### src/hdl/pdgc_pkg.sv
`timescale 1ns / 1ps
`default_nettype none
// ----------------------------------------------------------------------------
// pdgc_pkg
// Shared types, constants and the sine table builder for the PD torque block.
// ----------------------------------------------------------------------------
package pdgc_pkg;

    localparam int SINE_TABLE_DEPTH = 1024;
    localparam int SINE_IDX_W       = $clog2(SINE_TABLE_DEPTH + 1);
    localparam int NUM_STAGES       = 5;
    localparam int CFG_ADDR_W       = 3;
    localparam int CFG_DATA_W       = 16;

    localparam logic [15:0] QUARTER_TURN = 16'h4000;
    localparam longint unsigned HALF_PI_Q30 = 64'd1686629713;

    // Register map
    localparam logic [CFG_ADDR_W-1:0] REG_CONTROL_MODE  = 3'd0;
    localparam logic [CFG_ADDR_W-1:0] REG_GRAVITY_ON    = 3'd1;
    localparam logic [CFG_ADDR_W-1:0] REG_COEF_SHOULDER = 3'd2;
    localparam logic [CFG_ADDR_W-1:0] REG_COEF_ELBOW    = 3'd3;
    localparam logic [CFG_ADDR_W-1:0] REG_COEF_WRIST    = 3'd4;
    localparam logic [CFG_ADDR_W-1:0] REG_KP_GAIN       = 3'd5;
    localparam logic [CFG_ADDR_W-1:0] REG_KV_GAIN       = 3'd6;

    typedef enum logic [1:0] {
        MODE_GRAVITY    = 2'd0,
        MODE_P          = 2'd1,
        MODE_P_GRAVITY  = 2'd2,
        MODE_PD_GRAVITY = 2'd3
    } mode_t;

    typedef struct packed {
        mode_t              control_mode;
        logic               gravity_on;
        logic signed [15:0] coef_shoulder;
        logic signed [15:0] coef_elbow;
        logic signed [15:0] coef_wrist;
        logic        [15:0] kp_gain;
        logic        [15:0] kv_gain;
    } pdgc_cfg_t;

    typedef struct packed {
        logic        [15:0] angle_one;
        logic        [15:0] angle_two;
        logic        [15:0] angle_three;
        logic        [15:0] target_one;
        logic        [15:0] target_two;
        logic        [15:0] target_three;
        logic signed [15:0] speed_one;
        logic signed [15:0] speed_two;
        logic signed [15:0] speed_three;
    } pdgc_in_t;

    typedef struct packed {
        logic signed [31:0] torque_one;
        logic signed [31:0] torque_two;
        logic signed [31:0] torque_three;
    } pdgc_out_t;

    typedef struct packed {
        logic [NUM_STAGES-1:0] adv;
        logic [NUM_STAGES-1:0] vld;
    } pdgc_pipe_t;

    typedef logic [15:0] sine_rom_t [0:SINE_TABLE_DEPTH];

    // shift-subtract quotient used while building the table
    function automatic longint unsigned rom_udiv(input longint unsigned num,
                                                 input longint unsigned den);
        longint unsigned quo;
        longint unsigned rem;
        quo = 64'd0;
        rem = 64'd0;
        for (int b = 63; b >= 0; b--)
        begin
            rem = {rem[62:0], num[b]};
            if (rem >= den)
            begin
                rem    = rem - den;
                quo[b] = 1'b1;
            end
        end
        return quo;
    endfunction

    // Q15 quarter-wave sine, Taylor series in Q30 through x^25
    function automatic sine_rom_t build_sine_rom();
        sine_rom_t          rom;
        longint unsigned    x;
        longint unsigned    x2;
        longint unsigned    term;
        longint unsigned    pos;
        longint unsigned    neg;
        longint unsigned    res;
        longint unsigned    divs [1:12];
        divs[1]  = 64'd6;
        divs[2]  = 64'd20;
        divs[3]  = 64'd42;
        divs[4]  = 64'd72;
        divs[5]  = 64'd110;
        divs[6]  = 64'd156;
        divs[7]  = 64'd210;
        divs[8]  = 64'd272;
        divs[9]  = 64'd342;
        divs[10] = 64'd420;
        divs[11] = 64'd506;
        divs[12] = 64'd600;
        for (int i = 0; i <= SINE_TABLE_DEPTH; i++)
        begin
            x    = (64'(i) * HALF_PI_Q30) / 64'(SINE_TABLE_DEPTH);
            x2   = (x * x) >> 30;
            term = x;
            pos  = x;
            neg  = 64'd0;
            for (int k = 1; k <= 12; k++)
            begin
                term = rom_udiv((term * x2) >> 30, divs[k]);
                if ((k % 2) == 1)
                begin
                    neg = neg + term;
                end
                else
                begin
                    pos = pos + term;
                end
            end
            res    = (pos >= neg) ? (pos - neg) : 64'd0;
            rom[i] = 16'((res + 64'd16384) >> 15);
        end
        return rom;
    endfunction

endpackage
`default_nettype wire

### src/hdl/pdgc_pipe_ctrl.sv
`timescale 1ns / 1ps
`default_nettype none
// ----------------------------------------------------------------------------
// pdgc_pipe_ctrl
// Per-stage valid bits and advance chain for the five-stage datapath.
// ----------------------------------------------------------------------------
module pdgc_pipe_ctrl
    import pdgc_pkg::*;
(
    input  wire logic clk,
    input  wire logic rst_n,
    input  wire logic in_valid,
    output logic      in_stall,
    output logic      out_valid,
    input  wire logic out_stall,
    output pdgc_pipe_t pipe
);

    logic [NUM_STAGES-1:0] vld_reg;
    logic [NUM_STAGES-1:0] vld_next;
    logic [NUM_STAGES-1:0] adv;
    logic                  in_acc;
    logic                  out_acc;

    always_comb
    begin
        adv[NUM_STAGES-1] = !vld_reg[NUM_STAGES-1] || !out_stall;
        for (int k = NUM_STAGES - 2; k >= 0; k--)
        begin
            adv[k] = !vld_reg[k] || adv[k+1];
        end
        vld_next = vld_reg;
        if (adv[0])
        begin
            vld_next[0] = in_valid;
        end
        for (int k = 1; k < NUM_STAGES; k++)
        begin
            if (adv[k])
            begin
                vld_next[k] = vld_reg[k-1];
            end
        end
    end

    always_ff @(posedge clk or negedge rst_n)
    begin
        if (!rst_n)
        begin
            vld_reg <= '0;
        end
        else
        begin
            vld_reg <= vld_next;
        end
    end

    assign in_stall  = !adv[0];
    assign out_valid = vld_reg[NUM_STAGES-1];
    assign pipe.adv  = adv;
    assign pipe.vld  = vld_reg;
    assign in_acc    = in_valid && !in_stall;
    assign out_acc   = out_valid && !out_stall;

    // beats in flight track accepted minus delivered
    a_beat_count: assert property (@(posedge clk) disable iff (!rst_n)
        $past(rst_n) |->
        ($countones(vld_reg) ==
         $past($countones(vld_reg)) + int'($past(in_acc)) - int'($past(out_acc))))
        else $error("pipeline beat count mismatch");

    // the fourth stage keeps its beat while the last stage is held
    a_hold_mid: assert property (@(posedge clk) disable iff (!rst_n)
        vld_reg[NUM_STAGES-2] && !adv[NUM_STAGES-1] |=> vld_reg[NUM_STAGES-2])
        else $error("held beat dropped");

    // a full pipe with a stalled output takes no input
    a_full_stall: assert property (@(posedge clk) disable iff (!rst_n)
        (&vld_reg) && out_stall |-> in_stall)
        else $error("input taken while pipe full");

endmodule
`default_nettype wire
### config.mk
export PLATFORM = sky130hd
export DESIGN_NAME = pdgc_pipe_ctrl
export DESIGN_NICKNAME = d
export VERILOG_FILES = /design/src/hdl/pdgc_pkg.sv /design/src/hdl/pdgc_pipe_ctrl.sv
export SDC_FILE = /design/constraint.sdc
export NUM_CORES = 1
export LEC_CHECK = 0
export BUFFER_PORTS_ARGS = -buffer_cell sky130_fd_sc_hd__buf_4
export CAP_MARGIN = 20
export CELL_PAD_IN_SITES_DETAIL_PLACEMENT = 1
export CELL_PAD_IN_SITES_GLOBAL_PLACEMENT = 2
export CORE_AREA = 3 3 40 42
export DETAILED_ROUTE_END_ITERATION = 10
export DIE_AREA = 0 0 43 45
export PLACE_DENSITY_LB_ADDON = 0.1
export SLEW_MARGIN = 10
export SYNTH_ARGS = -nofsm -noshare
export SYNTH_HDL_FRONTEND = slang
export SYNTH_SLANG_ARGS = --single-unit
### constraint.sdc
create_clock -name clk -period 1.4 [get_ports clk]
set_clock_uncertainty 0.1 [all_clocks]
set_input_delay 0.42 -clock clk [delete_from_list [all_inputs] [get_ports clk]]
set_output_delay 0.42 -clock clk [all_outputs]
set_load 0.05 [all_outputs]
==> run_results.csv, run 1 <==
group,metric,value,unit
run_status,outcome,"finished, violations left",
run_status,violations,"setup timing",
setup_path,cp-end-kind,"primary output",
detailed_routing,wl_per_cell,11.3,um
clocking,clkSlewWorstSetupHoldPaths,0.04,ns
pwr,fin_total_pwr,0.723,mW
floorplanning,ios,16,
clocking,clk_path_buf_depth,2,
floorplanning,die_w,43,um
sta,grt_setup_unrepaired,"true",
clocking,cts_max_level,1,
detailed_routing,viasPerCell,3.79,
floorplanning,row_count,13,
global_routing,antenna_found_initial,0,
detailed_routing,wl,698,um
pwr,p_per_area,1290,mW/mm2
placement,io_buffers,15,
clocking,clockRootBuffer,"clkbuf_4",
setup_path,worstSetupStartpointType,"flip-flop",
clocking,numCtsBuffers,3,
logic_synthesis,netlist_area,218,um2
logic_synthesis,synth_fp_nets,23,
finish,largest_register_ffs,5,
placement,place_congestion,0.644,
logic_synthesis,synth_area_leader_cell,"dfrtp_1",
pwr,power.share.switching,0.386,
finish,multiInputGateArea,103,um2
logic_synthesis,synthCells,19,
logic_synthesis,syn_avg_cell_area,11.5,um2
pwr,power.internal,0.443,mW
finish,fin_nets,52,
setup_path,worstSetupPathType,"reg2out",
logic_synthesis,synth_area_leaders,"dfrtp_1 57%, nand2b_1 5.7%, and4_4 5.2%",
detailed_routing,first_pass_iters,2,
detailed_routing,vias,235,
setup_path,crit_required,0.88,ns
sta,min_period,1.71,ns
logic_synthesis,yosys_warnings,0,
clocking,clock-sinks,5,
run,cap_violations,0,
pwr,ir_drop,0.596,mV
finish,area_delta_synth_final,158,%
pwr,power_frac_seq,0.250,
finish,fillers,144,
placement,placed_area,399,um2
sta,setup-violations-final,11,
sta,tightest_slew,0.177,ns
sta,finalHoldViolCount,0,
finish,seqCellArea,130,um2
finish,final_area,562,um2
pwr,clkPwrFrac,0.221,
logic_synthesis,ys_types,12,
global_routing,grt_first_pass_wirelength,1130,um
min_path,min_path_type,"in2reg",
sta,maxSlewHeadroom,0.882,
pwr,power.leakage,0.257,nW
detailed_routing,ant_nets,0,
global_routing,grtUsageTotal,0.0812,
detailed_routing,drc_errors,0,
clocking,tritoncts,"built",
logic_synthesis,ys_ff_latch,5,
floorplanning,start_util,0.169,
pwr,p_comb_frac,0.529,
floorplanning,core,0.00128,mm2
sta,fin_setup_tns,-1.52,ns
floorplanning,die_y,45,um
global_routing,grt_max_degree,6,
logic_synthesis,yosysSeqAreaShare,0.575,
finish,antenna_cells,0,
detailed_routing,drt_iter0_markers,7,
clocking,clk-insertion-delay-late,0.23,ns
setup_path,crit_fanout,5,
sta,layout_setup_ws,-0.305,ns
global_routing,grt_overflow,0,
placement,place_ws,-0.252,ns
global_routing,grt_pass1_vias,266,
sta,slew_viol_final,0,
sta,fin_crit_sh,1.22,
sta,fmax,587,MHz
floorplanning,die-area,0.00194,mm2
pwr,switchingPower,0.279,mW
finish,drive_gt1_frac,0.830,
setup_path,critPathArrivalTime,1.19,ns
finish,fin_util,0.437,
logic_synthesis,yosys.area.top_type_share,0.575,
[power groups by stage]
stage	logic [mW]	registers, mW	clock network, mW
2_1_floorplan	0.127	0.243	0
3_3_place_gp	0.292	0.180	0
3_5_place_dp	0.295	0.180	0
4_1_cts	0.377	0.179	0.168
5_1_grt	0.400	0.183	0.187
6_report	0.382	0.181	0.160
[cells in the mapped netlist (all sizes together)]
cell	number
a31o	1
inv	1
nand2	2
buf	2
and3	1
dfrtp	5
and4	1
nand2b	2
a21o	1
nand3	2
or2	1
[area by class of cell]
cell class | count | area share
repair buffers | 26 | 0.499
well taps | 15 | 0.0334
inverters | 1 | 0.00668
flip-flops and latches | 5 | 0.232
multi-input cells | 11 | 0.183
clock buffers | 4 | 0.0468
[placed cells by master, fill, tap and decap left out]
master         Yosys  final
buf_4              1     11
buf_8              0      8
buf_6              1      6
dfrtp_2            0      4
clkbuf_4           0      3
nand2b_1           2      2
nand2_4            0      1
nand3_4            0      1
and4_4             1      1
inv_2              0      1
nand2_2            0      1
nand3_2            0      1
and3_4             0      1
a31o_1             1      1
a21o_1             1      1
or2_1              1      1
clkbuf_1           0      1
dlygate4sd3_1      0      1
dfrtp_1            5      1
[cells by family (layout without fill, tap and decap cells)]
group / after synthesis / in the layout / synth area share
AO/OA/AOI/OAI: 2 / 2 / 0.0747
flip-flops: 5 / 5 / 0.575
buffers and inverters: 3 / 31 / 0.103
AND/OR/NAND/NOR: 9 / 9 / 0.247
[final timing paths]
kind	startpoint	to	slack [ns]	cells past startpoint
setup / recovery	vld_reg[4]$_DFFE_PN0P_	in_stall	-0.31	3
hold / removal	in_valid	vld_reg[0]$_DFFE_PN0P_	0.29	2
setup reg to reg	vld_reg[4]$_DFFE_PN0P_	vld_reg[0]$_DFFE_PN0P_	0.22	3
hold reg to reg	vld_reg[0]$_DFFE_PN0P_	vld_reg[1]$_DFFE_PN0P_	0.45	1
max in group asynchronous	rst_n	vld_reg[3]$_DFFE_PN0P_	0.66	2
min in group asynchronous	rst_n	vld_reg[0]$_DFFE_PN0P_	0.42	2
[per-layer routing]
metal	GRT usage	vias to the layer above	share of wire	wire length, um
li1	-	117	-	-
met5	0	-	0	0
met1	0.0782	112	0.32	225
met3	0.0279	0	0.054	38
met2	0.147	6	0.62	433
met4	0.0542	0	0	0
[worst max-delay path, stage by stage, from the launching register on]
cell     delay (ns)
dfrtp_2        0.35
and4_4         0.27
and3_4         0.19
buf_8          0.14
[stage by stage]
step | std cells | hold WS (ns)
floorplan | 19 | 0.0244
global placement | 54 | 0.121
detailed placement | 54 | 0.124
CTS | 62 | 0.275
global route | 62 | 0.290
finish | 62 | 0.291
[what timing repair did]
action	in CTS	in global routing
hold buffers	1	0
resized for setup	25	5
endpoints found under the setup margin	12	12
hold endpoints to repair	5	0
buffers inserted	3	2
pin swaps	2	0
Power figures use the tool's default switching activity.
==> run 2: changes to the inputs <==
Settings changed: ABC_AREA set to 1.
==> run 2 against run 1 <==
The flow still finishes with violations (setup timing). Die area unchanged. Final cell count rose by 6.5%. Global-route usage rose by 1.1 points. Sequential cell count stayed put. First-iteration DRC count shrank 86%. Clock-buffer cell count did not move. Total power decreased by 0.21%. Clock power rose by 4%. Non-clock buffer count unchanged. Largest cell class unchanged. Sequential power increased by 6%.
==> run_results.csv, run 2 <==
group,metric,value,unit
run_status,outcome,"finished, violations left",
run_status,violations,"setup timing",
pwr,switchingPower,0.296,mW
logic_synthesis,ys_ff_latch,5,
finish,multiInputGateArea,90.1,um2
global_routing,grt_use_met2,0.144,
clocking,clkSlewWorstSetupHoldPaths,0.05,ns
placement,place_congestion,0.628,
clocking,clockRootBuffer,"clkbuf_4",
detailed_routing,wl_per_cell,10.5,um
min_path,min-delay-start,"in_valid",
floorplanning,ios,16,
finish,drive_gt1_frac,0.804,
placement,place_ws,-0.269,ns
sta,slew_viol_final,0,
setup_path,worstSetupPathType,"reg2out",
detailed_routing,viasPerCell,3.82,
setup_path,ff2ff_setup_slack,0.27,ns
logic_synthesis,yosysSeqAreaShare,0.541,
finish,antenna_cells,0,
finish,largest_register_ffs,5,
logic_synthesis,synthCells,22,
finish,seqCellArea,131,um2
logic_synthesis,synth-main-ff-cell,"dfrtp_1",
clocking,clk_path_buf_depth,2,
logic_synthesis,yosys_warnings,0,
global_routing,top_usage_layer,"met2",
clocking,tritoncts,"built",
clocking,numCtsBuffers,3,
setup_path,timing.rr.start,"vld_reg[4]$_DFFE_PN0P_",
pwr,power.internal,0.425,mW
run,cap_violations,0,
placement,placed_area,407,um2
detailed_routing,drt_iter0_markers,1,
finish,layout_commonest_cell,"buf_6",
setup_path,crit_required,0.88,ns
floorplanning,die_w,43,um
detailed_routing,first_pass_iters,2,
sta,fin_setup_tns,-2.13,ns
pwr,power.leakage,0.273,nW
sta,hold-worst-slack,0.267,ns
sta,tightest_slew,0.174,ns
logic_synthesis,synth-edff-count,0,
sta,finalHoldViolCount,0,
logic_synthesis,netlist_area,231,um2
logic_synthesis,ys_types,10,
detailed_routing,wl,692,um
detailed_routing,ant_nets,0,
setup_path,cp-end-kind,"primary output",
setup_path,crit_slowest_cell,"dfrtp_2",
global_routing,grt_pass1_vias,278,
clocking,cts_max_level,1,
placement,io_buffers,15,
floorplanning,die_y,45,um
min_path,min_path_type,"in2reg",
pwr,power_frac_seq,0.266,
finish,final_cells,66,
logic_synthesis,syn_avg_cell_area,10.5,um2
pwr,clkPwrFrac,0.230,
setup_path,critPathArrivalTime,1.20,ns
logic_synthesis,synth_area_leader_cell,"dfrtp_1",
logic_synthesis,synth_area_leaders,"dfrtp_1 54%, nand4_4 9.2%, inv_1 6.5%",
finish,area_delta_synth_final,143,%
global_routing,grt_overflow,0,
floorplanning,row_count,13,
logic_synthesis,yosys.area.top_type_share,0.541,
setup_path,crit_start,"vld_reg[4]$_DFFE_PN0P_",
global_routing,grt_first_pass_wirelength,1270,um
logic_synthesis,yosysMostFrequentCell,"dfrtp_1",
sta,fmax,582,MHz
sta,fin_crit_sh,1.23,
global_routing,use_met1,0.102,
logic_synthesis,synth_fp_nets,26,
logic_synthesis,synth_commonest_cells,"5 x dfrtp_1, 4 x inv_1, 4 x nand2_1",
global_routing,antenna_found_initial,0,
pwr,p_comb_frac,0.504,
floorplanning,start_util,0.180,
clocking,clock-sinks,5,
placement,dp.cells,55,
pwr,p_per_area,1280,mW/mm2
global_routing,grt_max_degree,6,
finish,final_area,563,um2
global_routing,grtUsageTotal,0.0919,
setup_path,slowest_delay,0.40,ns
finish,fin_nets,56,
pwr,ir_drop,0.518,mV
global_routing,use_met3,0.0438,
sta,grt_setup_unrepaired,"true",
finish,mostFrequentLayoutCells,"11 x buf_6, 10 x buf_4, 5 x dfrtp_2, 4 x nand2_1, 4 x buf_8",
pwr,power.share.switching,0.411,
placement,dp.final_hpwl,522,um
clocking,clk-insertion-delay-late,0.24,ns
floorplanning,core,0.00128,mm2
setup_path,path_cells,"nand2_8, nor2_4, nand4_4, clkinv_4, buf_8",
floorplanning,die-area,0.00194,mm2
sta,maxSlewHeadroom,0.883,
sta,min_period,1.72,ns
setup_path,crit_fanout,5,
detailed_routing,vias,252,
sta,setup-violations-final,9,
finish,fillers,145,
setup_path,worstSetupStartpointType,"flip-flop",
sta,layout_setup_ws,-0.319,ns
logic_synthesis,ys_async_sr_fraction,1.00,
detailed_routing,drc_errors,0,
## run 2: worst paths after layout
path | end | depth (start not counted)
worst min register to register | vld_reg[4]$_DFFE_PN0P_ | 2
min in group asynchronous | vld_reg[2]$_DFFE_PN0P_ | 2
worst max register to register | vld_reg[0]$_DFFE_PN0P_ | 5
worst min-delay path | vld_reg[0]$_DFFE_PN0P_ | 3
max in group asynchronous | vld_reg[3]$_DFFE_PN0P_ | 2
worst max-delay path | in_stall | 5
## run 2: layout make-up
| cell class | count | share of cell area |
|---|---|---|
| Timing Repair Buffer | 26 | 0.478 |
| Sequential cell | 5 | 0.233 |
| Multi-Input combinational cell | 10 | 0.160 |
| Inverter | 6 | 0.0489 |
| Clock buffer | 4 | 0.0467 |
| Tap cell | 15 | 0.0333 |
## run 2: per-stage QoR
step | util | power [mW]
after global routing | 0.438 | 0.767
after floorplan | - | 0.381
after detailed placement | 0.316 | 0.483
after CTS | 0.426 | 0.724
final | 0.438 | 0.721
after global placement | 0.316 | 0.478
## run 2: kinds of logic (layout without fill, tap and decap cells)
kind of cell | count (synthesis) | after routing | synth area share
buffers and inverters | 7 | 36 | 0.130
AND/OR/NAND/NOR | 10 | 10 | 0.330
flip-flops | 5 | 5 | 0.541
## run 2: power by group through the flow
stage	combinational, mW	sequential [mW]	clock, mW
finish	0.364	0.192	0.166
global route	0.383	0.196	0.189
CTS	0.357	0.192	0.174
detailed placement	0.292	0.191	0
global placement	0.289	0.189	0
floorplan	0.132	0.249	0
## run 2: metal layers
metal,part of all wire,routed length [um],vias up
li1,-,-,122
met1,0.35,239,118
met2,0.54,372,12
met3,0.12,80,0
met4,0,0,0
met5,0,0,-
## run 2: critical path: cells and delay by family, from the launching register on
| kind | cells | cell delay (ns) |
|---|---|---|
| flip-flops | 1 | 0.40 |
| AND/OR/NAND/NOR | 3 | 0.36 |
| buffers and inverters | 2 | 0.20 |
## run 2: repair_timing
action / 4_1_cts / 5_1_grt
gates resized for setup: 21 / 3
endpoints found under the setup margin: 11 / 11
hold buffers: 1 / 0
setup buffers: 4 / 2
pin swaps: 2 / 1
hold endpoints to repair: 5 / 0
