==> src/hdl/pdgc_pkg.sv <==
`timescale 1ns / 1ps
`default_nettype none
// ----------------------------------------------------------------------------
// pdgc_pkg
// Shared types, constants and the sine table builder for the PD torque block.
// ----------------------------------------------------------------------------
package pdgc_pkg;

    localparam int SINE_TABLE_DEPTH = 1024;
    localparam int SINE_IDX_W       = $clog2(SINE_TABLE_DEPTH + 1);
    localparam int NUM_STAGES       = 5;
    localparam int CFG_ADDR_W       = 3;
    localparam int CFG_DATA_W       = 16;

    localparam logic [15:0] QUARTER_TURN = 16'h4000;
    localparam longint unsigned HALF_PI_Q30 = 64'd1686629713;

    // Register map
    localparam logic [CFG_ADDR_W-1:0] REG_CONTROL_MODE  = 3'd0;
    localparam logic [CFG_ADDR_W-1:0] REG_GRAVITY_ON    = 3'd1;
    localparam logic [CFG_ADDR_W-1:0] REG_COEF_SHOULDER = 3'd2;
    localparam logic [CFG_ADDR_W-1:0] REG_COEF_ELBOW    = 3'd3;
    localparam logic [CFG_ADDR_W-1:0] REG_COEF_WRIST    = 3'd4;
    localparam logic [CFG_ADDR_W-1:0] REG_KP_GAIN       = 3'd5;
    localparam logic [CFG_ADDR_W-1:0] REG_KV_GAIN       = 3'd6;

    typedef enum logic [1:0] {
        MODE_GRAVITY    = 2'd0,
        MODE_P          = 2'd1,
        MODE_P_GRAVITY  = 2'd2,
        MODE_PD_GRAVITY = 2'd3
    } mode_t;

    typedef struct packed {
        mode_t              control_mode;
        logic               gravity_on;
        logic signed [15:0] coef_shoulder;
        logic signed [15:0] coef_elbow;
        logic signed [15:0] coef_wrist;
        logic        [15:0] kp_gain;
        logic        [15:0] kv_gain;
    } pdgc_cfg_t;

    typedef struct packed {
        logic        [15:0] angle_one;
        logic        [15:0] angle_two;
        logic        [15:0] angle_three;
        logic        [15:0] target_one;
        logic        [15:0] target_two;
        logic        [15:0] target_three;
        logic signed [15:0] speed_one;
        logic signed [15:0] speed_two;
        logic signed [15:0] speed_three;
    } pdgc_in_t;

    typedef struct packed {
        logic signed [31:0] torque_one;
        logic signed [31:0] torque_two;
        logic signed [31:0] torque_three;
    } pdgc_out_t;

    typedef struct packed {
        logic [NUM_STAGES-1:0] adv;
        logic [NUM_STAGES-1:0] vld;
    } pdgc_pipe_t;

    typedef logic [15:0] sine_rom_t [0:SINE_TABLE_DEPTH];

    // shift-subtract quotient used while building the table
    function automatic longint unsigned rom_udiv(input longint unsigned num,
                                                 input longint unsigned den);
        longint unsigned quo;
        longint unsigned rem;
        quo = 64'd0;
        rem = 64'd0;
        for (int b = 63; b >= 0; b--)
        begin
            rem = {rem[62:0], num[b]};
            if (rem >= den)
            begin
                rem    = rem - den;
                quo[b] = 1'b1;
            end
        end
        return quo;
    endfunction

    // Q15 quarter-wave sine, Taylor series in Q30 through x^25
    function automatic sine_rom_t build_sine_rom();
        sine_rom_t          rom;
        longint unsigned    x;
        longint unsigned    x2;
        longint unsigned    term;
        longint unsigned    pos;
        longint unsigned    neg;
        longint unsigned    res;
        longint unsigned    divs [1:12];
        divs[1]  = 64'd6;
        divs[2]  = 64'd20;
        divs[3]  = 64'd42;
        divs[4]  = 64'd72;
        divs[5]  = 64'd110;
        divs[6]  = 64'd156;
        divs[7]  = 64'd210;
        divs[8]  = 64'd272;
        divs[9]  = 64'd342;
        divs[10] = 64'd420;
        divs[11] = 64'd506;
        divs[12] = 64'd600;
        for (int i = 0; i <= SINE_TABLE_DEPTH; i++)
        begin
            x    = (64'(i) * HALF_PI_Q30) / 64'(SINE_TABLE_DEPTH);
            x2   = (x * x) >> 30;
            term = x;
            pos  = x;
            neg  = 64'd0;
            for (int k = 1; k <= 12; k++)
            begin
                term = rom_udiv((term * x2) >> 30, divs[k]);
                if ((k % 2) == 1)
                begin
                    neg = neg + term;
                end
                else
                begin
                    pos = pos + term;
                end
            end
            res    = (pos >= neg) ? (pos - neg) : 64'd0;
            rom[i] = 16'((res + 64'd16384) >> 15);
        end
        return rom;
    endfunction

endpackage
`default_nettype wire

==> src/hdl/pdgc_cfg_regs.sv <==
`timescale 1ns / 1ps
`default_nettype none
// ----------------------------------------------------------------------------
// pdgc_cfg_regs
// Configuration register file: mode, gravity enable, coefficients, gains.
// ----------------------------------------------------------------------------
module pdgc_cfg_regs
    import pdgc_pkg::*;
(
    input  wire logic                  clk,
    input  wire logic                  rst_n,
    input  wire logic                  cfg_wr_en,
    input  wire logic [CFG_ADDR_W-1:0] cfg_addr,
    input  wire logic [CFG_DATA_W-1:0] cfg_wdata,
    output pdgc_cfg_t                  cfg
);

    pdgc_cfg_t cfg_reg;
    pdgc_cfg_t cfg_next;

    always_comb
    begin
        cfg_next = cfg_reg;
        if (cfg_wr_en)
        begin
            case (cfg_addr)
                REG_CONTROL_MODE:  cfg_next.control_mode  = mode_t'(cfg_wdata[1:0]);
                REG_GRAVITY_ON:    cfg_next.gravity_on    = cfg_wdata[0];
                REG_COEF_SHOULDER: cfg_next.coef_shoulder = $signed(cfg_wdata);
                REG_COEF_ELBOW:    cfg_next.coef_elbow    = $signed(cfg_wdata);
                REG_COEF_WRIST:    cfg_next.coef_wrist    = $signed(cfg_wdata);
                REG_KP_GAIN:       cfg_next.kp_gain       = cfg_wdata;
                REG_KV_GAIN:       cfg_next.kv_gain       = cfg_wdata;
                default:           cfg_next = cfg_reg;
            endcase
        end
    end

    always_ff @(posedge clk or negedge rst_n)
    begin
        if (!rst_n)
        begin
            cfg_reg.control_mode  <= MODE_GRAVITY;
            cfg_reg.gravity_on    <= 1'b1;
            cfg_reg.coef_shoulder <= '0;
            cfg_reg.coef_elbow    <= '0;
            cfg_reg.coef_wrist    <= '0;
            cfg_reg.kp_gain       <= '0;
            cfg_reg.kv_gain       <= '0;
        end
        else
        begin
            cfg_reg <= cfg_next;
        end
    end

    assign cfg = cfg_reg;

endmodule
`default_nettype wire

==> config.mk <==
export PLATFORM = sky130hd
export DESIGN_NAME = pdgc_cfg_regs
export DESIGN_NICKNAME = d
export VERILOG_FILES = /design/src/hdl/pdgc_pkg.sv /design/src/hdl/pdgc_cfg_regs.sv
export SDC_FILE = /design/constraint.sdc
export NUM_CORES = 1
export LEC_CHECK = 0
export BUFFER_PORTS_ARGS = -buffer_cell sky130_fd_sc_hd__clkbuf_2
export CAP_MARGIN = 20
export CORE_MARGIN = 2
export CORE_UTILIZATION = 40
export DETAILED_ROUTE_END_ITERATION = 8
export PLACE_DENSITY_LB_ADDON = 0.2
export SLEW_MARGIN = 10
export SYNTH_ARGS = -nofsm -noshare
export SYNTH_HDL_FRONTEND = slang
export SYNTH_SLANG_ARGS = --single-unit
export TNS_END_PERCENT = 20
==> constraint.sdc <==
create_clock -name clk -period 0.8 [get_ports clk]
set_input_delay 0.08 -clock clk [delete_from_list [all_inputs] [get_ports clk]]
set_output_delay 0.08 -clock clk [all_outputs]
set_load 0.01 [all_outputs]
==> impl_metrics.csv, run 1 <==
group,metric,value,unit
place,numPortBuffers,104,
pwr,cell_internal_pwr,9.319,mW
floorplan,dieArea,0.008912,mm^2
routing,viasPerCell,4.799,
run,max-cap-violations,0,
worst_setup_path,worst_ep_arrival_time,0.98,ns
yosys,synth_ff_type,"dfrtp_1",
yosys,yosysTopAreaCellShare,0.6276,
outcome,status,"finished, violations left",
layout,drive_gt1_frac,0.7411,
sta,slew_violations,0,
place,hpwl,4999,um
worst_setup_path,startpoint_type,"register",
floorplan,placement_rows,32,
worst_setup_path,slowest_delay,0.54,ns
sta,setup_tns,-13.92,ns
floorplan,core-area,0.007807,mm^2
layout,syn2layout_area_growth,41.48,%
pwr,power_density,2747,mW/mm^2
clocking,clk_pin_slew,0.08,ns
clocking,cts_tree,"yes",
yosys,ys_top_cells_by_area,"dfrtp_1 63%, mux2_2 22%, mux2_4 9.2%, nand4b_2 1.4%, buf_12 1.2%",
pwr,peakVddDrop,1.310,mV
yosys,netlist_area,0.003269,mm^2
clocking,cts.sinks,83,
clocking,cts-buffers-inserted,9,
routing,firstDrtPassIters,3,
sta,clock_skew,0,ns
routing,vias,2102,
global_route,met3_usage,0.04150,
global_route,grt.busiest_layer,"met2",
pwr,p_switching,3.388,mW
pwr,swShare,0.2666,
yosys,ys_top_cells_by_count,"82 x dfrtp_1, 63 x mux2_2, 20 x mux2_4",
clocking,cts_max_path_buffers,2,
yosys,synth_cells,181,
yosys,synthDistinctLibCells,12,
place,placed_area,0.004075,mm^2
layout,final_area,0.004626,mm^2
global_route,grt_pass1_vias,2126,
pwr,clkPwrFrac,0.285,
pwr,pwr-share-comb,0.272,
routing,drt_iter0_drc,67,
sta,min_period,1.064,ns
routing,drc_errors,0,
worst_setup_path,cp_max_fo,2,
global_route,antenna_found_initial,0,
floorplan,die_x,94.41,um
sta,setup_viol,103,
sta,setup_slack,-0.2637,ns
pwr,p_leak,2.330,nW
global_route,grt_use_met2,0.2685,
floorplan,initial_core_util,0.4188,
worst_setup_path,crit_path_cell_trace,"buf_6",
global_route,grt_pass1_wl,11450,um
clocking,cts_root_buf,"clkbuf_8",
yosys,ys_ff_latch,83,
layout,largest_register_ffs,83,
sta,fmax,940.1,MHz
outcome,violations,"negative setup slack",
worst_setup_path,crit_buf_inv,1,
place,gp_congestion,0.7092,
clocking,htreeDepth,3,
yosys,synthArstFlopShare,1.000,
yosys,synth.largest_area_cell,"dfrtp_1",
layout,diodes,0,
clocking,clk_latency,0.34,ns
global_route,overflow,0,
routing,wl,7361,um
sta,tightest_slew,0.2523,ns
global_route,grt_max_degree,30,
yosys,synth_fp_nets,203,
layout,final_nets,353,
worst_setup_path,crit_type,"register to output port",
pwr,seq_power_share,0.443,
pwr,p_total,12.71,mW
floorplan,die_h,94.41,um
layout,nFillCells,636,
worst_setup_path,cp_data_required_time,0.72,ns
worst_setup_path,end_kind,"output port",
sta,rsz0062_at_grt,"true",
yosys,yosysWarnings,0,
global_route,track_usage,0.1727,
sta,maxSlewHeadroom,0.8295,
floorplan,io_pins,105,
yosys,yosysMostFrequentCell,"dfrtp_1",
sta,finalCritPeriodShare,1.330,
worst_setup_path,path_delay_family,"flip-flops",
yosys,syn_avg_cell_area,18.06,um^2
sta,hold_viol,0,
place,pre_cts_slack,-0.4234,ns
min_path,hold_class,"primary input to register",
routing,drtAntennaViolNets,0,
global_route,met1_usage,0.2332,
worst_setup_path,crit_slowest_cell,"dfstp_2",
yosys,synth_edf_count,0,
routing,wl_per_cell,16.81,um
yosys,ys_seq_area_frac,0.6357,
path summary, 6_finish.rpt:
path / from / to / slack, ns / cells after the start
worst min-delay path: cfg_wdata[9] / cfg[73] / 0.02 / 2
min in group asynchronous: rst_n / cfg[56] / 0.14 / 2
worst max register to register: cfg[77] / cfg[77] / -0.22 / 3
max in group asynchronous: rst_n / cfg[80] / 0.20 / 3
worst max-delay path: cfg[80] / cfg[80] / -0.26 / 1
worst min register to register: cfg[82] / cfg[82] / 0.51 / 1
power by group through the flow:
stage               registers, mW  clock network (mW)  logic [mW]
floorplan                    6.09                   0        1.03
global placement             5.68                   0        2.87
detailed placement           5.71                   0        2.92
CTS                          5.62                3.72        3.16
global route                 5.74                3.87        3.73
finish                       5.63                3.63        3.45
cell families after synthesis:
kind of cell / synth area share
mux: 0.3088
flops: 0.6357
buf+inv: 0.02755
simple gates: 0.02793
stage by stage:
| stage | hold WS, ns | util | std cells |
|---|---|---|---|
| floorplan | -0.2156 | - | 181 |
| global route | 0.01319 | 0.5925 | 438 |
| global placement | -0.01788 | 0.5220 | 400 |
| finish | 0.02111 | 0.5925 | 438 |
| CTS | 0.003028 | 0.5697 | 426 |
| detailed placement | -0.02481 | 0.5220 | 400 |
routing by layer:
metal	up-vias	part of all wire
met5	-	0
met4	0	0.017
met3	11	0.052
met2	60	0.49
met1	1087	0.44
li1	944	-
final cells by class:
| cell class | instances | area, um^2 | area share |
|---|---|---|---|
| clock buffers | 11 | 141.4 | 0.03057 |
| clock inverters | 5 | 100.1 | 0.02164 |
| repair buffers | 147 | 1011 | 0.2186 |
| multi-input cells | 90 | 1167 | 0.2524 |
| well taps | 102 | 127.6 | 0.02759 |
| flip-flops and latches | 83 | 2078 | 0.4493 |
cell usage in the layout, fill, tap and decap left out:
master	synthesis	routed
and4bb_1	2	2
and4bb_2	1	1
buf_12	2	7
buf_2	1	3
buf_4	3	32
buf_6	2	12
buf_8	0	1
bufinv_16	0	3
clkbuf_1	0	1
clkbuf_2	0	91
clkbuf_8	0	10
clkinv_2	0	2
dfrtp_1	82	82
dfstp_2	1	1
dlygate4sd3_1	0	1
mux2_2	63	50
mux2_4	20	33
nand4b_2	3	1
nand4b_4	0	2
nor4b_1	1	1
timing repair:
item	in CTS	in global routing
resized for setup	12	30
hold buffers	1	0
setup endpoints to repair	113	139
gates cloned	0	0
hold endpoints to repair	82	0
setup buffers	9	12
pin swaps	1	0
Power figures use the tool's default switching activity.
==> run 2, diff against run 1 <==
--- a/config.mk
+++ b/config.mk
@@ -7,10 +7,13 @@
 export LEC_CHECK = 0
 export BUFFER_PORTS_ARGS = -buffer_cell sky130_fd_sc_hd__clkbuf_2
 export CAP_MARGIN = 20
+export CORE_ASPECT_RATIO = 0.8
 export CORE_MARGIN = 2
 export CORE_UTILIZATION = 40
+export CTS_CLUSTER_SIZE = 30
 export DETAILED_ROUTE_END_ITERATION = 8
 export PLACE_DENSITY_LB_ADDON = 0.2
+export REMOVE_ABC_BUFFERS = 1
 export SLEW_MARGIN = 10
 export SYNTH_ARGS = -nofsm -noshare
 export SYNTH_HDL_FRONTEND = slang
==> impl_metrics.csv, run 2 (synthesized netlist as in run 1, its figures left out) <==
group,metric,value,unit
floorplan,dieArea,0.008917,mm^2
sta,hold_viol,0,
worst_setup_path,reg2reg_depth,3,
routing,drc_errors,0,
worst_setup_path,crit_type,"register to output port",
place,numPortBuffers,104,
routing,drtAntennaViolNets,0,
min_path,hold_class,"primary input to register",
worst_setup_path,end_kind,"output port",
routing,wl_per_cell,16.32,um
floorplan,initial_core_util,0.4114,
worst_setup_path,crit_path_end,"cfg[72]",
pwr,peakVddDrop,1.103,mV
floorplan,io_pins,105,
global_route,overflow,0,
worst_setup_path,cp_data_required_time,0.72,ns
worst_setup_path,r2r_slack,-0.21,ns
layout,drive_gt1_frac,0.7395,
global_route,grt_pass1_vias,2121,
outcome,violations,"negative setup slack",
place,post-place-cells,409,
global_route,grt_max_degree,36,
sta,maxSlewHeadroom,0.8025,
sta,min_period,1.060,ns
clocking,cts_tree,"yes",
clocking,clk_pin_slew,0.08,ns
floorplan,die_h,84.86,um
worst_setup_path,r2r-end,"cfg[72]",
worst_setup_path,worst_ep_arrival_time,0.98,ns
clocking,cts_root_buf,"clkbuf_8",
routing,vias,2062,
floorplan,core-area,0.007946,mm^2
outcome,status,"finished, violations left",
routing,viasPerCell,4.665,
floorplan,placement_rows,29,
layout,largest_register_ffs,83,
pwr,p_leak,2.327,nW
worst_setup_path,reg2reg_from,"cfg[72]",
clocking,cts.sinks,83,
worst_setup_path,cp_max_fo,2,
worst_setup_path,cp-startpoint,"cfg[72]",
layout,final_nets,351,
clocking,clk_latency,0.34,ns
sta,setup_tns,-13.72,ns
sta,tightest_slew,0.2922,ns
run,max-cap-violations,0,
sta,setup_slack,-0.2600,ns
layout,diodes,0,
sta,setup_viol,111,
place,gp_congestion,0.7162,
routing,drt_iter0_drc,19,
sta,clock_skew,0,ns
layout,fin_cells,442,
sta,slew_violations,0,
routing,firstDrtPassIters,4,
global_route,track_usage,0.1688,
place,hpwl,5077,um
sta,rsz0062_at_grt,"true",
layout,final_cell_mix,"89 x clkbuf_2, 82 x dfrtp_1, 52 x mux2_2",
floorplan,die_x,105.1,um
clocking,cts_max_path_buffers,2,
layout,syn2layout_area_growth,42.90,%
layout,mostFrequentLayoutCell,"clkbuf_2",
global_route,antenna_found_initial,0,
global_route,grt_pass1_wl,11460,um
clocking,cts-buffers-inserted,9,
routing,wl,7215,um
sta,finalCritPeriodShare,1.325,
pwr,power_density,2764,mW/mm^2
sta,fmax,943.4,MHz
clocking,htreeDepth,3,
worst_setup_path,startpoint_type,"register",
[run 2: changes by cell type in the layout (fill, tap and decap cells not counted), moves of 2 or more]
cell / delta
buf_12: +2
buf_4: -8
buf_6: +8
clkbuf_2: -2
mux2_2: +2
mux2_4: -2
[run 2: what timing repair did]
item | 4_1_cts | 5_1_grt
buffers inserted | 11 | 5
pin swaps | 2 | 0
setup endpoints to repair | 97 | 131
hold buffers | 1 | 0
gates resized for setup | 12 | 35
endpoints found under the hold margin | 83 | 0
[run 2: critical path, stage by stage, from the launching register on]
cell     delay [ns]
dfrtp_1        0.41
buf_6          0.12
buf_6          0.11
[run 2: report_power, final]
group	internal (mW)	leakage, nW	switching [mW]
sequential	5.13	0.995	0.516
combinational	2.08	1.21	1.38
clock	2.39	0.128	1.42
total	9.59	2.33	3.32
[run 2: routing by layer]
layer  vias up  wire length, um  GRT usage
li1        945                -          -
met1      1043             3405     0.2319
met2        67             3255     0.2544
met3         7              488    0.06221
met4         0               65    0.04727
met5         -                0          0
[run 2: worst min path at each step]
stage	start	cells after the start	to
6_report	cfg_wdata[7]	2	cfg[39]
5_1_grt	cfg_wdata[5]	2	cfg[69]
4_1_cts	cfg_wdata[2]	2	cfg[2]
3_5_place_dp	rst_n	1	cfg[46]
3_3_place_gp	rst_n	1	cfg[46]
2_1_floorplan	rst_n	0	cfg[0]
[run 2: final cells by class]
class / instances / area, um^2
multi-input cells: 90 / 1151
well taps: 108 / 135.1
clock inverters: 5 / 125.1
flip-flops and latches: 83 / 2078
clock buffers: 11 / 131.4
repair buffers: 145 / 1051
fillers: 634 / 3274
[run 2: metrics by stage]
stage | hold slack, ns | area [um^2] | worst slack (ns) | utilization | power (mW)
4_1_cts | 0.008969 | 4532 | -0.3032 | 0.5703 | 12.84
2_1_floorplan | -0.2156 | 3179 | -0.5283 | - | 7.088
5_1_grt | 0.02885 | 4672 | -0.3118 | 0.5879 | 13.59
3_3_place_gp | -0.01279 | 4130 | -0.3833 | 0.5198 | 8.582
3_5_place_dp | -0.006388 | 4130 | -0.4154 | 0.5198 | 8.655
6_report | 0.03537 | 4672 | -0.2600 | 0.5879 | 12.92
==> run 3, diff against run 2 <==
--- a/config.mk
+++ b/config.mk
@@ -5,14 +5,15 @@
 export SDC_FILE = /design/constraint.sdc
 export NUM_CORES = 1
 export LEC_CHECK = 0
+export ABC_AREA = 1
 export BUFFER_PORTS_ARGS = -buffer_cell sky130_fd_sc_hd__clkbuf_2
 export CAP_MARGIN = 20
 export CORE_ASPECT_RATIO = 0.8
 export CORE_MARGIN = 2
-export CORE_UTILIZATION = 40
+export CORE_UTILIZATION = 28
 export CTS_CLUSTER_SIZE = 30
 export DETAILED_ROUTE_END_ITERATION = 8
-export PLACE_DENSITY_LB_ADDON = 0.2
+export PLACE_DENSITY = 0.52
 export REMOVE_ABC_BUFFERS = 1
 export SLEW_MARGIN = 10
 export SYNTH_ARGS = -nofsm -noshare
==> impl_metrics.csv, run 3 <==
group,metric,value,unit
outcome,status,"finished, violations left",
outcome,violations,"negative setup slack",
layout,drive_gt1_frac,0.3040,
place,gp_congestion,0.7907,
floorplan,die_x,124.6,um
sta,fmax,946.5,MHz
worst_setup_path,path_delay_family,"flip-flops",
floorplan,io_pins,105,
sta,setup_viol,83,
yosys,synth_edf_count,0,
run,max-cap-violations,0,
pwr,power_density,2840,mW/mm^2
worst_setup_path,crit_type,"register to output port",
routing,drc_errors,0,
sta,rsz0062_at_grt,"true",
yosys,synth_ff_type,"dfrtp_1",
yosys,ys_ff_latch,83,
sta,clock_skew,0,ns
worst_setup_path,r2r_slack,0.05,ns
global_route,antenna_found_initial,0,
routing,wl,10420,um
routing,drt_iter0_drc,169,
worst_setup_path,reg2reg_depth,3,
sta,min_period,1.056,ns
yosys,syn_avg_cell_area,8.785,um^2
floorplan,die_h,100.5,um
worst_setup_path,crit_slowest_cell,"dfstp_2",
floorplan,initial_core_util,0.2852,
global_route,grt_pass1_wl,16210,um
yosys,synth_cells,371,
global_route,grt_max_degree,28,
pwr,p_total,12.89,mW
routing,firstDrtPassIters,4,
yosys,yosysMostFrequentCell,"nand2_1",
floorplan,dieArea,0.01252,mm^2
layout,largest_register_ffs,83,
layout,diodes,0,
layout,multi_input_area,0.001077,mm^2
global_route,track_usage,0.1696,
pwr,p_leak,2.568,nW
sta,finalCritPeriodShare,1.321,
pwr,peakVddDrop,1.190,mV
worst_setup_path,crit_path_cell_trace,"buf_8",
yosys,synth.largest_area_cell,"dfrtp_1",
sta,hold_viol,0,
layout,mostFrequentLayoutCell,"nand2_1",
yosys,ys_top_cells_by_area,"dfrtp_1 63%, nand2_1 26%, nand3_1 5.4%, buf_2 1.7%, dfstp_2 0.81%",
min_path,min_path_cells,3,
worst_setup_path,r2r-end,"cfg[78]",
floorplan,placement_rows,35,
worst_setup_path,worst_ep_arrival_time,0.98,ns
worst_setup_path,cp_max_fo,2,
place,numPortBuffers,104,
worst_setup_path,reg2reg_from,"cfg[78]",
clocking,cts_tree,"yes",
yosys,ys_top_cells_by_count,"222 x nand2_1, 82 x dfrtp_1, 35 x nand3_1",
yosys,synthArstFlopShare,1.000,
clocking,htreeDepth,3,
routing,wl_per_cell,16.08,um
place,hpwl,7226,um
sta,tightest_slew,0.3287,ns
layout,final_cell_mix,"222 x nand2_1, 95 x clkbuf_2, 82 x dfrtp_1",
min_path,worstHoldStart,"cfg_wdata[4]",
clocking,cts_max_path_buffers,2,
yosys,yosysTopAreaCellShare,0.6296,
clocking,cts.sinks,83,
floorplan,core-area,0.01143,mm^2
layout,register_area,0.002078,mm^2
worst_setup_path,path_depth,1,
worst_setup_path,startpoint_type,"register",
routing,drtAntennaViolNets,0,
worst_setup_path,crit_buf_inv,1,
yosys,yosysWarnings,0,
yosys,netlist_area,0.003259,mm^2
sta,slew_violations,0,
clocking,cts_root_buf,"clkbuf_16",
layout,nFillCells,1183,
place,pre_cts_slack,-0.2083,ns
routing,vias,2872,
yosys,ys_seq_area_frac,0.6376,
worst_setup_path,cp_data_required_time,0.72,ns
layout,final_nets,517,
worst_setup_path,end_kind,"output port",
clocking,clk_pin_slew,0.06,ns
min_path,hold_class,"primary input to register",
clocking,cts-buffers-inserted,9,
sta,maxSlewHeadroom,0.7801,
min_path,hold_end,"cfg[52]",
worst_setup_path,slowest_delay,0.54,ns
global_route,grt_pass1_vias,2924,
clocking,clk_latency,0.33,ns
global_route,overflow,0,
routing,viasPerCell,4.432,
sta,setup_slack,-0.2565,ns
yosys,synthDistinctLibCells,13,
layout,syn2layout_area_growth,39.31,%
==> run 3: timing repair <==
action                     4_1_cts  5_1_grt
hold endpoints to repair        82        0
setup endpoints to repair       83       83
hold buffers                     1        0
buffers inserted                 3        3
pin swaps                        0        0
resized for setup                1       16
==> run 3: cell families (layout without fill, tap and decap cells) <==
group / Yosys count / count (layout) / share of synthesized area
buf+inv: 20 / 149 / 0.03186
flops: 83 / 83 / 0.6376
simple gates: 268 / 268 / 0.3305
==> run 3: through the flow <==
stage	instances	TNS, ns	util	cell area [um^2]	hold slack, ns
global placement	625	-11.06	0.3582	4094	-0.04190
CTS	645	-12.03	0.3919	4479	0.06672
global route	648	-13.65	0.3973	4541	0.07176
detailed placement	625	-12.98	0.3582	4094	-0.04101
finish	648	-10.84	0.3973	4541	0.07362
floorplan	357	-23.48	-	3178	-0.2156
==> run 3: area by class of cell <==
cell class | count | area share
repair buffers | 127 | 0.1835
multi-input cells | 268 | 0.2373
clock inverters | 4 | 0.02149
well taps | 148 | 0.04078
inverters | 6 | 0.004960
clock buffers | 12 | 0.05428
flip-flops and latches | 83 | 0.4577
==> run 3: power breakdown <==
part           total, mW  switching, mW  internal [mW]  leakage [nW]
logic               2.60           1.48           1.12          1.36
clock network       4.79           1.66           3.14         0.163
registers           5.50          0.506           5.00          1.04
total               12.9           3.64           9.25          2.57
==> run 3: worst max-delay path by stage <==
stage / end / startpoint / slack (ns)
3_3_place_gp: cfg[31] / cfg_addr[0] / -0.16
2_1_floorplan: cfg[32] / cfg_addr[0] / -0.55
3_5_place_dp: cfg[20] / cfg_addr[0] / -0.21
6_report: cfg[80] / cfg[80] / -0.26
5_1_grt: cfg[80] / cfg[80] / -0.29
4_1_cts: cfg[80] / cfg[80] / -0.29
==> run 3: per-layer routing <==
layer | up-vias | GRT usage | part of all wire
met5 | - | 0 | 0
met4 | 0 | 0.03544 | 0.012
met3 | 13 | 0.06688 | 0.082
met2 | 99 | 0.2678 | 0.45
met1 | 1371 | 0.2232 | 0.46
li1 | 1389 | - | -
